File: src/rtl/bda_pkg.sv
// ----------------------------------------------------------------------------
// bda_pkg: shared types and constants for the binary to decimal ASCII block
// Holds the controller state type, the command and status bundles passed
// between controller and datapath, and the digit count helper.
// ----------------------------------------------------------------------------
package bda_pkg;

  // Upper two bits of an ASCII digit ('0' is 6'b11_0000 in the low six bits)
  localparam logic [1:0] AsciiDigitHi = 2'b11;

  // Largest decimal digit value
  localparam logic [3:0] DigitMax = 4'd9;

  // Controller states
  typedef enum logic [1:0] {
    StIdle,
    StConvert,
    StSkip,
    StEmit
  } state_e;

  // Commands from controller to datapath
  typedef struct packed {
    logic load;    // capture a new value, clear the BCD register
    logic dabble;  // one add-3 and shift step
    logic shift;   // drop the top digit
  } bda_cmd_t;

  // Status from datapath to controller
  typedef struct packed {
    logic bits_last;  // the final dabble step is in progress
    logic top_zero;   // top digit is zero
    logic one_left;   // only the units digit remains
  } bda_status_t;

  // Number of decimal digits of 2^bits - 1, evaluated at elaboration
  function automatic int unsigned bda_dec_digits(input int unsigned bits);
    longint unsigned maxv;
    int unsigned n;
    maxv = (64'd1 << bits) - 64'd1;
    n = 0;
    for (int i = 0; i < 20; i++) begin
      if (maxv != 64'd0) begin
        maxv = maxv / 10;
        n++;
      end
    end
    if (n == 0) begin
      n = 1;
    end
    return n;
  endfunction

endpackage

File: src/rtl/binary_to_decimal_ascii.sv
// ----------------------------------------------------------------------------
// binary_to_decimal_ascii: unsigned binary to decimal ASCII digit stream
// Converts one VALUE_BITS-bit value per request into its decimal digits as
// ASCII characters, most significant first, leading zeros suppressed.
// ----------------------------------------------------------------------------
// Usage:
//   Input channel value_valid_i / value_ready_o carries value_i. Ready is
//   high only while the block is idle; one value is worked at a time.
//   Output channel digit_valid_o / digit_ready_i carries digit_char_o
//   ('0'..'9' in six bits) and last_digit_o, high on the units digit.
//   Zero yields a single '0' with last_digit_o set.
// Sequence:
//   After acceptance the double dabble loop runs one bit per cycle over all
//   VALUE_BITS bits. Leading zeros are then dropped at one per cycle, a
//   further step finds the leading digit, and each digit is shown until it
//   is taken. Ready returns the cycle after the last digit leaves, so one
//   value is finished before another is accepted.
// Reset and stall:
//   Reset returns the controller to idle and drops any run in progress.
//   A stalled receiver holds the current digit steady until it is taken.
// ----------------------------------------------------------------------------
module binary_to_decimal_ascii #(
  parameter int unsigned VALUE_BITS = 16
) (
  input  logic                  clk_i,
  input  logic                  rst_ni,
  input  logic                  value_valid_i,
  output logic                  value_ready_o,
  input  logic [VALUE_BITS-1:0] value_i,
  output logic                  digit_valid_o,
  input  logic                  digit_ready_i,
  output logic [5:0]            digit_char_o,
  output logic                  last_digit_o
);
  import bda_pkg::*;

  bda_cmd_t    cmd;
  bda_status_t status;

  // Sequencing
  bda_ctrl u_ctrl (
    .clk_i         (clk_i),
    .rst_ni        (rst_ni),
    .value_valid_i (value_valid_i),
    .value_ready_o (value_ready_o),
    .digit_valid_o (digit_valid_o),
    .digit_ready_i (digit_ready_i),
    .last_digit_o  (last_digit_o),
    .status_i      (status),
    .cmd_o         (cmd)
  );

  // Conversion registers
  bda_datapath #(
    .VALUE_BITS (VALUE_BITS)
  ) u_datapath (
    .clk_i        (clk_i),
    .rst_ni       (rst_ni),
    .cmd_i        (cmd),
    .value_i      (value_i),
    .status_o     (status),
    .digit_char_o (digit_char_o)
  );

endmodule

File: src/rtl/bda_datapath.sv
// ----------------------------------------------------------------------------
// bda_datapath: double dabble conversion and digit shift-out
// Holds the binary shift register, the BCD register, the step counter and
// the count of digits still to leave.
// ----------------------------------------------------------------------------
module bda_datapath #(
  parameter int unsigned VALUE_BITS = 16
) (
  input  logic                   clk_i,
  input  logic                   rst_ni,
  input  bda_pkg::bda_cmd_t      cmd_i,
  input  logic [VALUE_BITS-1:0]  value_i,
  output bda_pkg::bda_status_t   status_o,
  output logic [5:0]             digit_char_o
);
  import bda_pkg::*;

  localparam int unsigned NumDigits = bda_dec_digits(VALUE_BITS);
  localparam int unsigned BcdW      = 4 * NumDigits;
  localparam int unsigned CntW      = $clog2(VALUE_BITS);
  localparam int unsigned LeftW     = $clog2(NumDigits + 1);

  logic [VALUE_BITS-1:0] bin_q, bin_d;
  logic [BcdW-1:0]       bcd_q, bcd_d;
  logic [BcdW-1:0]       bcd_adj;
  logic [CntW-1:0]       cnt_q, cnt_d;
  logic [LeftW-1:0]      left_q, left_d;

  // Add 3 to every digit of five or more before the shift
  always_comb begin
    for (int i = 0; i < NumDigits; i++) begin
      if (bcd_q[4*i +: 4] > 4'd4) begin
        bcd_adj[4*i +: 4] = bcd_q[4*i +: 4] + 4'd3;
      end else begin
        bcd_adj[4*i +: 4] = bcd_q[4*i +: 4];
      end
    end
  end

  // Next values of the datapath registers
  always_comb begin
    bin_d  = bin_q;
    bcd_d  = bcd_q;
    cnt_d  = cnt_q;
    left_d = left_q;
    if (cmd_i.load) begin
      bin_d  = value_i;
      bcd_d  = '0;
      cnt_d  = '0;
      left_d = LeftW'(NumDigits);
    end else if (cmd_i.dabble) begin
      bin_d = {bin_q[VALUE_BITS-2:0], 1'b0};
      bcd_d = {bcd_adj[BcdW-2:0], bin_q[VALUE_BITS-1]};
      cnt_d = cnt_q + 1'b1;
    end else if (cmd_i.shift) begin
      bcd_d  = {bcd_q[BcdW-5:0], 4'd0};
      left_d = left_q - 1'b1;
    end
  end

  // Counters
  always_ff @(posedge clk_i or negedge rst_ni) begin
    if (!rst_ni) begin
      cnt_q  <= '0;
      left_q <= '0;
    end else begin
      cnt_q  <= cnt_d;
      left_q <= left_d;
    end
  end

  // Payload registers
  always_ff @(posedge clk_i) begin
    bin_q <= bin_d;
    bcd_q <= bcd_d;
  end

  assign status_o.bits_last = (cnt_q == CntW'(VALUE_BITS - 1));
  assign status_o.top_zero  = (bcd_q[BcdW-1 -: 4] == 4'd0);
  assign status_o.one_left  = (left_q == LeftW'(1));

  assign digit_char_o = {AsciiDigitHi, bcd_q[BcdW-1 -: 4]};

endmodule

File: src/rtl/bda_ctrl.sv
// ----------------------------------------------------------------------------
// bda_ctrl: sequencing for the binary to decimal ASCII block
// Steps through conversion, leading zero skip and digit emission, and runs
// the request handshakes on both channels.
// ----------------------------------------------------------------------------
module bda_ctrl (
  input  logic                  clk_i,
  input  logic                  rst_ni,
  input  logic                  value_valid_i,
  output logic                  value_ready_o,
  output logic                  digit_valid_o,
  input  logic                  digit_ready_i,
  output logic                  last_digit_o,
  input  bda_pkg::bda_status_t  status_i,
  output bda_pkg::bda_cmd_t     cmd_o
);
  import bda_pkg::*;

  state_e state_q, state_d;

  // Next state
  always_comb begin
    state_d = state_q;
    unique case (state_q)
      StIdle: begin
        if (value_valid_i) begin
          state_d = StConvert;
        end
      end
      StConvert: begin
        if (status_i.bits_last) begin
          state_d = StSkip;
        end
      end
      StSkip: begin
        if (!status_i.top_zero || status_i.one_left) begin
          state_d = StEmit;
        end
      end
      StEmit: begin
        if (digit_ready_i && status_i.one_left) begin
          state_d = StIdle;
        end
      end
      default: state_d = StIdle;
    endcase
  end

  // Outputs and datapath commands
  always_comb begin
    value_ready_o = 1'b0;
    digit_valid_o = 1'b0;
    last_digit_o  = 1'b0;
    cmd_o         = '0;
    unique case (state_q)
      StIdle: begin
        value_ready_o = 1'b1;
        cmd_o.load    = value_valid_i;
      end
      StConvert: begin
        cmd_o.dabble = 1'b1;
      end
      StSkip: begin
        // drop a leading zero, but always keep the units digit
        cmd_o.shift = status_i.top_zero && !status_i.one_left;
      end
      StEmit: begin
        digit_valid_o = 1'b1;
        last_digit_o  = status_i.one_left;
        cmd_o.shift   = digit_ready_i;
      end
      default: ;
    endcase
  end

  // State register
  always_ff @(posedge clk_i or negedge rst_ni) begin
    if (!rst_ni) begin
      state_q <= StIdle;
    end else begin
      state_q <= state_d;
    end
  end

endmodule

File: config.mk
export PLATFORM = sky130hd
export DESIGN_NAME = binary_to_decimal_ascii
export DESIGN_NICKNAME = d
export VERILOG_FILES = /design/src/rtl/bda_pkg.sv /design/src/rtl/binary_to_decimal_ascii.sv /design/src/rtl/bda_datapath.sv /design/src/rtl/bda_ctrl.sv
export SDC_FILE = /design/constraint.sdc
export NUM_CORES = 1
export LEC_CHECK = 0
export BUFFER_PORTS_ARGS = -buffer_cell sky130_fd_sc_hd__buf_2
export CAP_MARGIN = 0
export CELL_PAD_IN_SITES_DETAIL_PLACEMENT = 1
export CELL_PAD_IN_SITES_GLOBAL_PLACEMENT = 2
export CORE_MARGIN = 3
export CORE_UTILIZATION = 38
export DETAILED_ROUTE_END_ITERATION = 7
export GPL_ROUTABILITY_DRIVEN = 0
export PLACE_DENSITY = 0.85
export SETUP_SLACK_MARGIN = 0.02
export SLEW_MARGIN = 15
export SYNTH_ARGS = -nofsm -noshare
export SYNTH_HDL_FRONTEND = slang
export SYNTH_HIERARCHICAL = 1
export SYNTH_SLANG_ARGS = --single-unit
File: constraint.sdc
create_clock -name clk_i -period 2.5 [get_ports clk_i]
set_clock_uncertainty 0.1 [all_clocks]
set_input_delay 0.25 -clock clk_i [delete_from_list [all_inputs] [get_ports clk_i]]
set_output_delay 0.25 -clock clk_i [all_outputs]
set_load 0.01 [all_outputs]
# ---- Yosys cells after proc, flatten, opt, wreduce, memory -nomap -nowiden
# Cells that the tools add are included.
dict set report classes {
  n_eq_ne 10
  magnitude_cmp 5
  addsub 7
  muxes 25
  n_reduce_logical 12
}
# cell n
set ops {}
lappend ops {{20-bit 2-to-1 mux} 2}
lappend ops {{16-bit 2-to-1 mux} 2}
lappend ops {{4-bit 2-to-1 mux} 6}
lappend ops {{4-bit by 3-bit greater-than comparator with 1-bit output, second input constant} 5}
lappend ops {{4-bit by 2-bit adder with 4-bit output, second input constant} 4}
lappend ops {{3-bit 2-to-1 mux} 4}
lappend ops {{2-bit 2-to-1 mux} 4}
lappend ops {{2-bit case mux with 4 select lines} 1}
lappend ops {{2-bit by 1-bit != test with 1-bit output, second input constant} 3}
lappend ops {{2-bit nonzero test} 3}
lappend ops {{1-bit 2-to-1 mux} 5}
lappend ops {{4-bit by 1-bit adder with 4-bit output, second input constant} 1}
lappend ops {{2-bit == test, second input constant} 2}
lappend ops {{4-bit == test, second input constant} 1}
lappend ops {{4-bit logical NOT} 1}
lappend ops {{2-bit != test, second input constant} 2}
lappend ops {{4-bit AND reduction} 1}
lappend ops {{3-bit by 2-bit adder with 3-bit output, second input constant} 1}
lappend ops {{3-bit by 1-bit == test with 1-bit output, second input constant} 1}
lappend ops {{3-bit by 1-bit subtractor with 3-bit output, second input constant} 1}
lappend ops {{2-bit by 1-bit == test with 1-bit output, second input constant} 1}
lappend ops {{1-bit logical AND} 2}
lappend ops {{1-bit logical NOT} 2}
lappend ops {{2-bit logical NOT} 1}
lappend ops {{3 further kinds} 3}
dict set report word_totals {
  ff_bits 45
  input_bits 20
}

# ---- Depth between registers and ports, before layout
dict set report logic_depth {
  ltp_word 7
  depth_mapped 11
  ltp_nobuf 9
}

# ---- Cells and area by module
# The synthesis kept the hierarchy.
# mod area_per_inst_um2 cells_per_inst n_inst
set modules_own_cells {}
lappend modules_own_cells {bda_datapath 2507.4 242 1}
lappend modules_own_cells {bda_ctrl 232.7 21 1}

# ---- Worst setup path after synthesis
# Ideal clock, no wire load.
dict set report synth_path {
  path_kind {reg-to-reg}
  start {reg u_datapath.bcd_q[16]}
  end {reg u_datapath.bcd_q[15]}
  arrival_time_ps 1987
  stages_incl_launch_ff 11
  path_buffers 2
  setup_ps 95
  setup_slack_ps 318
  cell_sequence {dfxtp_1 -> inv_1 -> ha_1 -> nor2b_1 -> and2b_2 -> and3b_1 -> o22a_1 -> buf_6 -> buf_12 -> mux2i_1 -> a221oi_1}
}
# element line_no
set synth_rtl {}
lappend synth_rtl {{from (decl)} bda_datapath.sv:24} ;# logic [BcdW-1:0] bcd_q, bcd_d;
lappend synth_rtl {{from (signal assigned)} bda_datapath.sv:75} ;# bcd_q <= bcd_d;

==> impl_metrics.env <==
export IMPL_max_cap_viol_count=0
export IMPL_cts_buffers=5
export IMPL_grt_overflow=0
export IMPL_track_usage=0.145
export IMPL_die_x_um=90.9
export IMPL_vias=1978
export IMPL_drc_errors=0
export IMPL_io_buffers=26
export IMPL_min_path_type="primary input to register"
export IMPL_synth_area_leaders="edfxtp_1, dfxtp_1, mux2_1, dfrtp_1, ha_1"
export IMPL_drtPass1Iterations=4
export IMPL_synth_cell_type_count=50
export IMPL_arrival_ns=2.41
export IMPL_io_pins=29
export IMPL_critPathLaunchType="register"
export IMPL_antenna_found_initial=0
export IMPL_final_cells=379
export IMPL_layout_drive_gt1_share=0.187
export IMPL_start_util=0.397
export IMPL_netlist_area_leader_share=0.175
export IMPL_finalInstanceArea_um2=3030
export IMPL_wl_per_cell_um=14.9
export IMPL_p_per_area_nw_per_um2=1280
export IMPL_cts_sink_count=45
export IMPL_die_h_um=90.9
export IMPL_final_nets=319
export IMPL_setup_viol=0
export IMPL_syn2layout_area_growth_pct=10.5
export IMPL_hpwl_um=4070
export IMPL_drt_initial_drc_count=77
export IMPL_cts_root_buf="clkbuf_8"
export IMPL_synth_warnings=6
export IMPL_placed_cell_area_um2=2900
export IMPL_diodes=0
export IMPL_rows=30
export IMPL_grt_pass1_wl_um=9820
export IMPL_finalHoldViolations=0
export IMPL_routed_via_density=5.22
export IMPL_cts_tree="done"
export IMPL_fin_util=0.438
export IMPL_leakagePower_nw=1.24
export IMPL_synth_edf_count=16
export IMPL_endpoint_kind="register"
export IMPL_ctsLongestPathBuffers=2
export IMPL_synth_area_um2=2740
export IMPL_final_common_cell="buf_2"
export IMPL_crit_type="register to register"
export IMPL_postCtsSetupRepairBufs=0
export IMPL_status="finished, final reports clean"
export IMPL_layout_common_cells="buf_2, mux2_1, dfxtp_1, ha_1, edfxtp_1"
export IMPL_clk_pin_slew_ns=0.09
export IMPL_grt_max_degree=38
export IMPL_worst_path_max_fanout=20
export IMPL_grt_pass1_vias=2041
export IMPL_synth_seq_cells=45
export IMPL_die_area_um2=8270
export IMPL_min_period_ns=2.34
export IMPL_clk_latency_ns=0.30
export IMPL_critPathSlowestCell="dfxtp_4"
export IMPL_avgSynthCellArea_um2=10.4
export IMPL_holdWs_ns=0.129
export IMPL_min_period_over_period=0.935
export IMPL_tightest_slew_ns=0.517
export IMPL_ir_worst_vdd_uv=568
export IMPL_drt_total_wl_um=5640
export IMPL_core_area_um2=6910
export IMPL_rsz0062_at_grt="no"
export IMPL_yosysSeqAreaShare=0.404
export IMPL_async_flop_share=0.200
export IMPL_finalMaxSlewViolations=0
export IMPL_dp_cells=370
export IMPL_syn_inst=263
export IMPL_ant_nets=0
export IMPL_ys_flop_type="dfxtp_1"
export IMPL_crit_required_ns=2.57
export IMPL_path_cells="inv_1 > ha_1 > nor2b_2 > and2b_2 > and3b_2 > o22a_1 > buf_12 > mux2_1 > o21ai_1 > a31oi_1"
export IMPL_yosysTopAreaCell="edfxtp_1"
export IMPL_htreeDepth=2
export IMPL_fmaxAchievable_ghz=0.428
export IMPL_critPathMaxStageDelay_ns=0.37
export IMPL_tns_ns=0
export IMPL_maxSlewHeadroom=0.656
[state kept, by name, indices dropped and copies added (netlist names)]
name               count
u_datapath/bcd_q      20
u_datapath/bin_q      16
u_datapath/cnt_q       4
u_datapath/left_q      3
u_ctrl/state_q         2
[final timing paths]
check / from / endpoint / slack [ns] / cells past startpoint
setup / recovery: u_datapath/bcd_q[16] / u_datapath/bcd_q[4] / 0.16 / 10
hold / removal: value_i[2] / u_datapath/bin_q[2] / 0.13 / 2
setup reg to reg: u_datapath/bcd_q[16] / u_datapath/bcd_q[4] / 0.16 / 10
hold reg to reg: u_datapath/bin_q[15] / u_datapath/bcd_q[0] / 0.42 / 2
max in group asynchronous: rst_ni / u_datapath/left_q[0] / 1.90 / 2
min in group asynchronous: rst_ni / u_datapath/cnt_q[2] / 0.22 / 2
[Yosys cell counts, drive strengths merged, types with 2 or more instances]
master / number
a2111oi: 2
a211oi: 4
a21oi: 3
a221oi: 4
a31oi: 4
and2: 4
and3: 2
buf: 21
dfrtp: 9
dfxtp: 20
edfxtp: 16
ha: 17
inv: 17
mux2: 23
mux2i: 10
nand2: 10
nand3: 7
nand3b: 4
nor2: 15
nor2b: 13
nor3b: 8
o211a: 4
o211ai: 4
o21ai: 16
o311ai: 3
o41ai: 3
or3: 7
xnor2: 2
xor2: 2
[through the flow]
step	power, mW	worst slack (ns)
6_report	3.89	0.162
4_1_cts	3.92	0.0679
3_5_place_dp	3.42	-0.0211
2_1_floorplan	2.99	0.318
3_3_place_gp	3.35	-0.00961
5_1_grt	4.27	0.0201
[routing by layer]
metal	vias up	global-route usage	wire length [um]
met5	-	0	0
li1	979	-	-
met4	0	0.0415	52
met3	4	0.0358	160
met2	25	0.250	2760
met1	970	0.181	2670
[layout make-up]
type                            count  area (um^2)
Fill cell                         817         3880
Multi-Input combinational cell    181         1440
Clock inverter                      3         21.3
Inverter                           17         63.8
Sequential cell                    45         1110
Clock buffer                        5         68.8
Tap cell                           96          120
Timing Repair Buffer               32          203
[power by group]
part           switching, mW  internal, mW
Sequential             0.336          1.21
Combinational          0.989         0.880
Clock                  0.268         0.199
[logic make-up (layout without fill, tap and decap cells)]
logic type	count (synthesis)	in the layout	synth area share
other cells	1	2	0.00137
fa+ha+maj	17	17	0.0776
xor+xnor	4	4	0.0128
flops	45	45	0.404
mux	33	33	0.131
simple gates	74	74	0.155
buf+inv	38	57	0.0772
compound gates	51	51	0.142
[worst max-delay path: cells and delay by family (launching register included)]
kind / cells / cell delay [ns]
adder cells (fa/ha/maj): 1 / 0.23
AND/OR/NAND/NOR: 3 / 0.58
buffers and inverters: 2 / 0.23
multiplexers: 1 / 0.31
AO/OA/AOI/OAI: 3 / 0.38
flip-flops: 1 / 0.37
[repair_timing]
item,4_1_cts,5_1_grt
resized for setup,2,8
hold buffers,1,0
pin swaps,0,2
endpoints found under the hold margin,9,0
setup endpoints to repair,2,12
(Power assumes the default switching activity.)
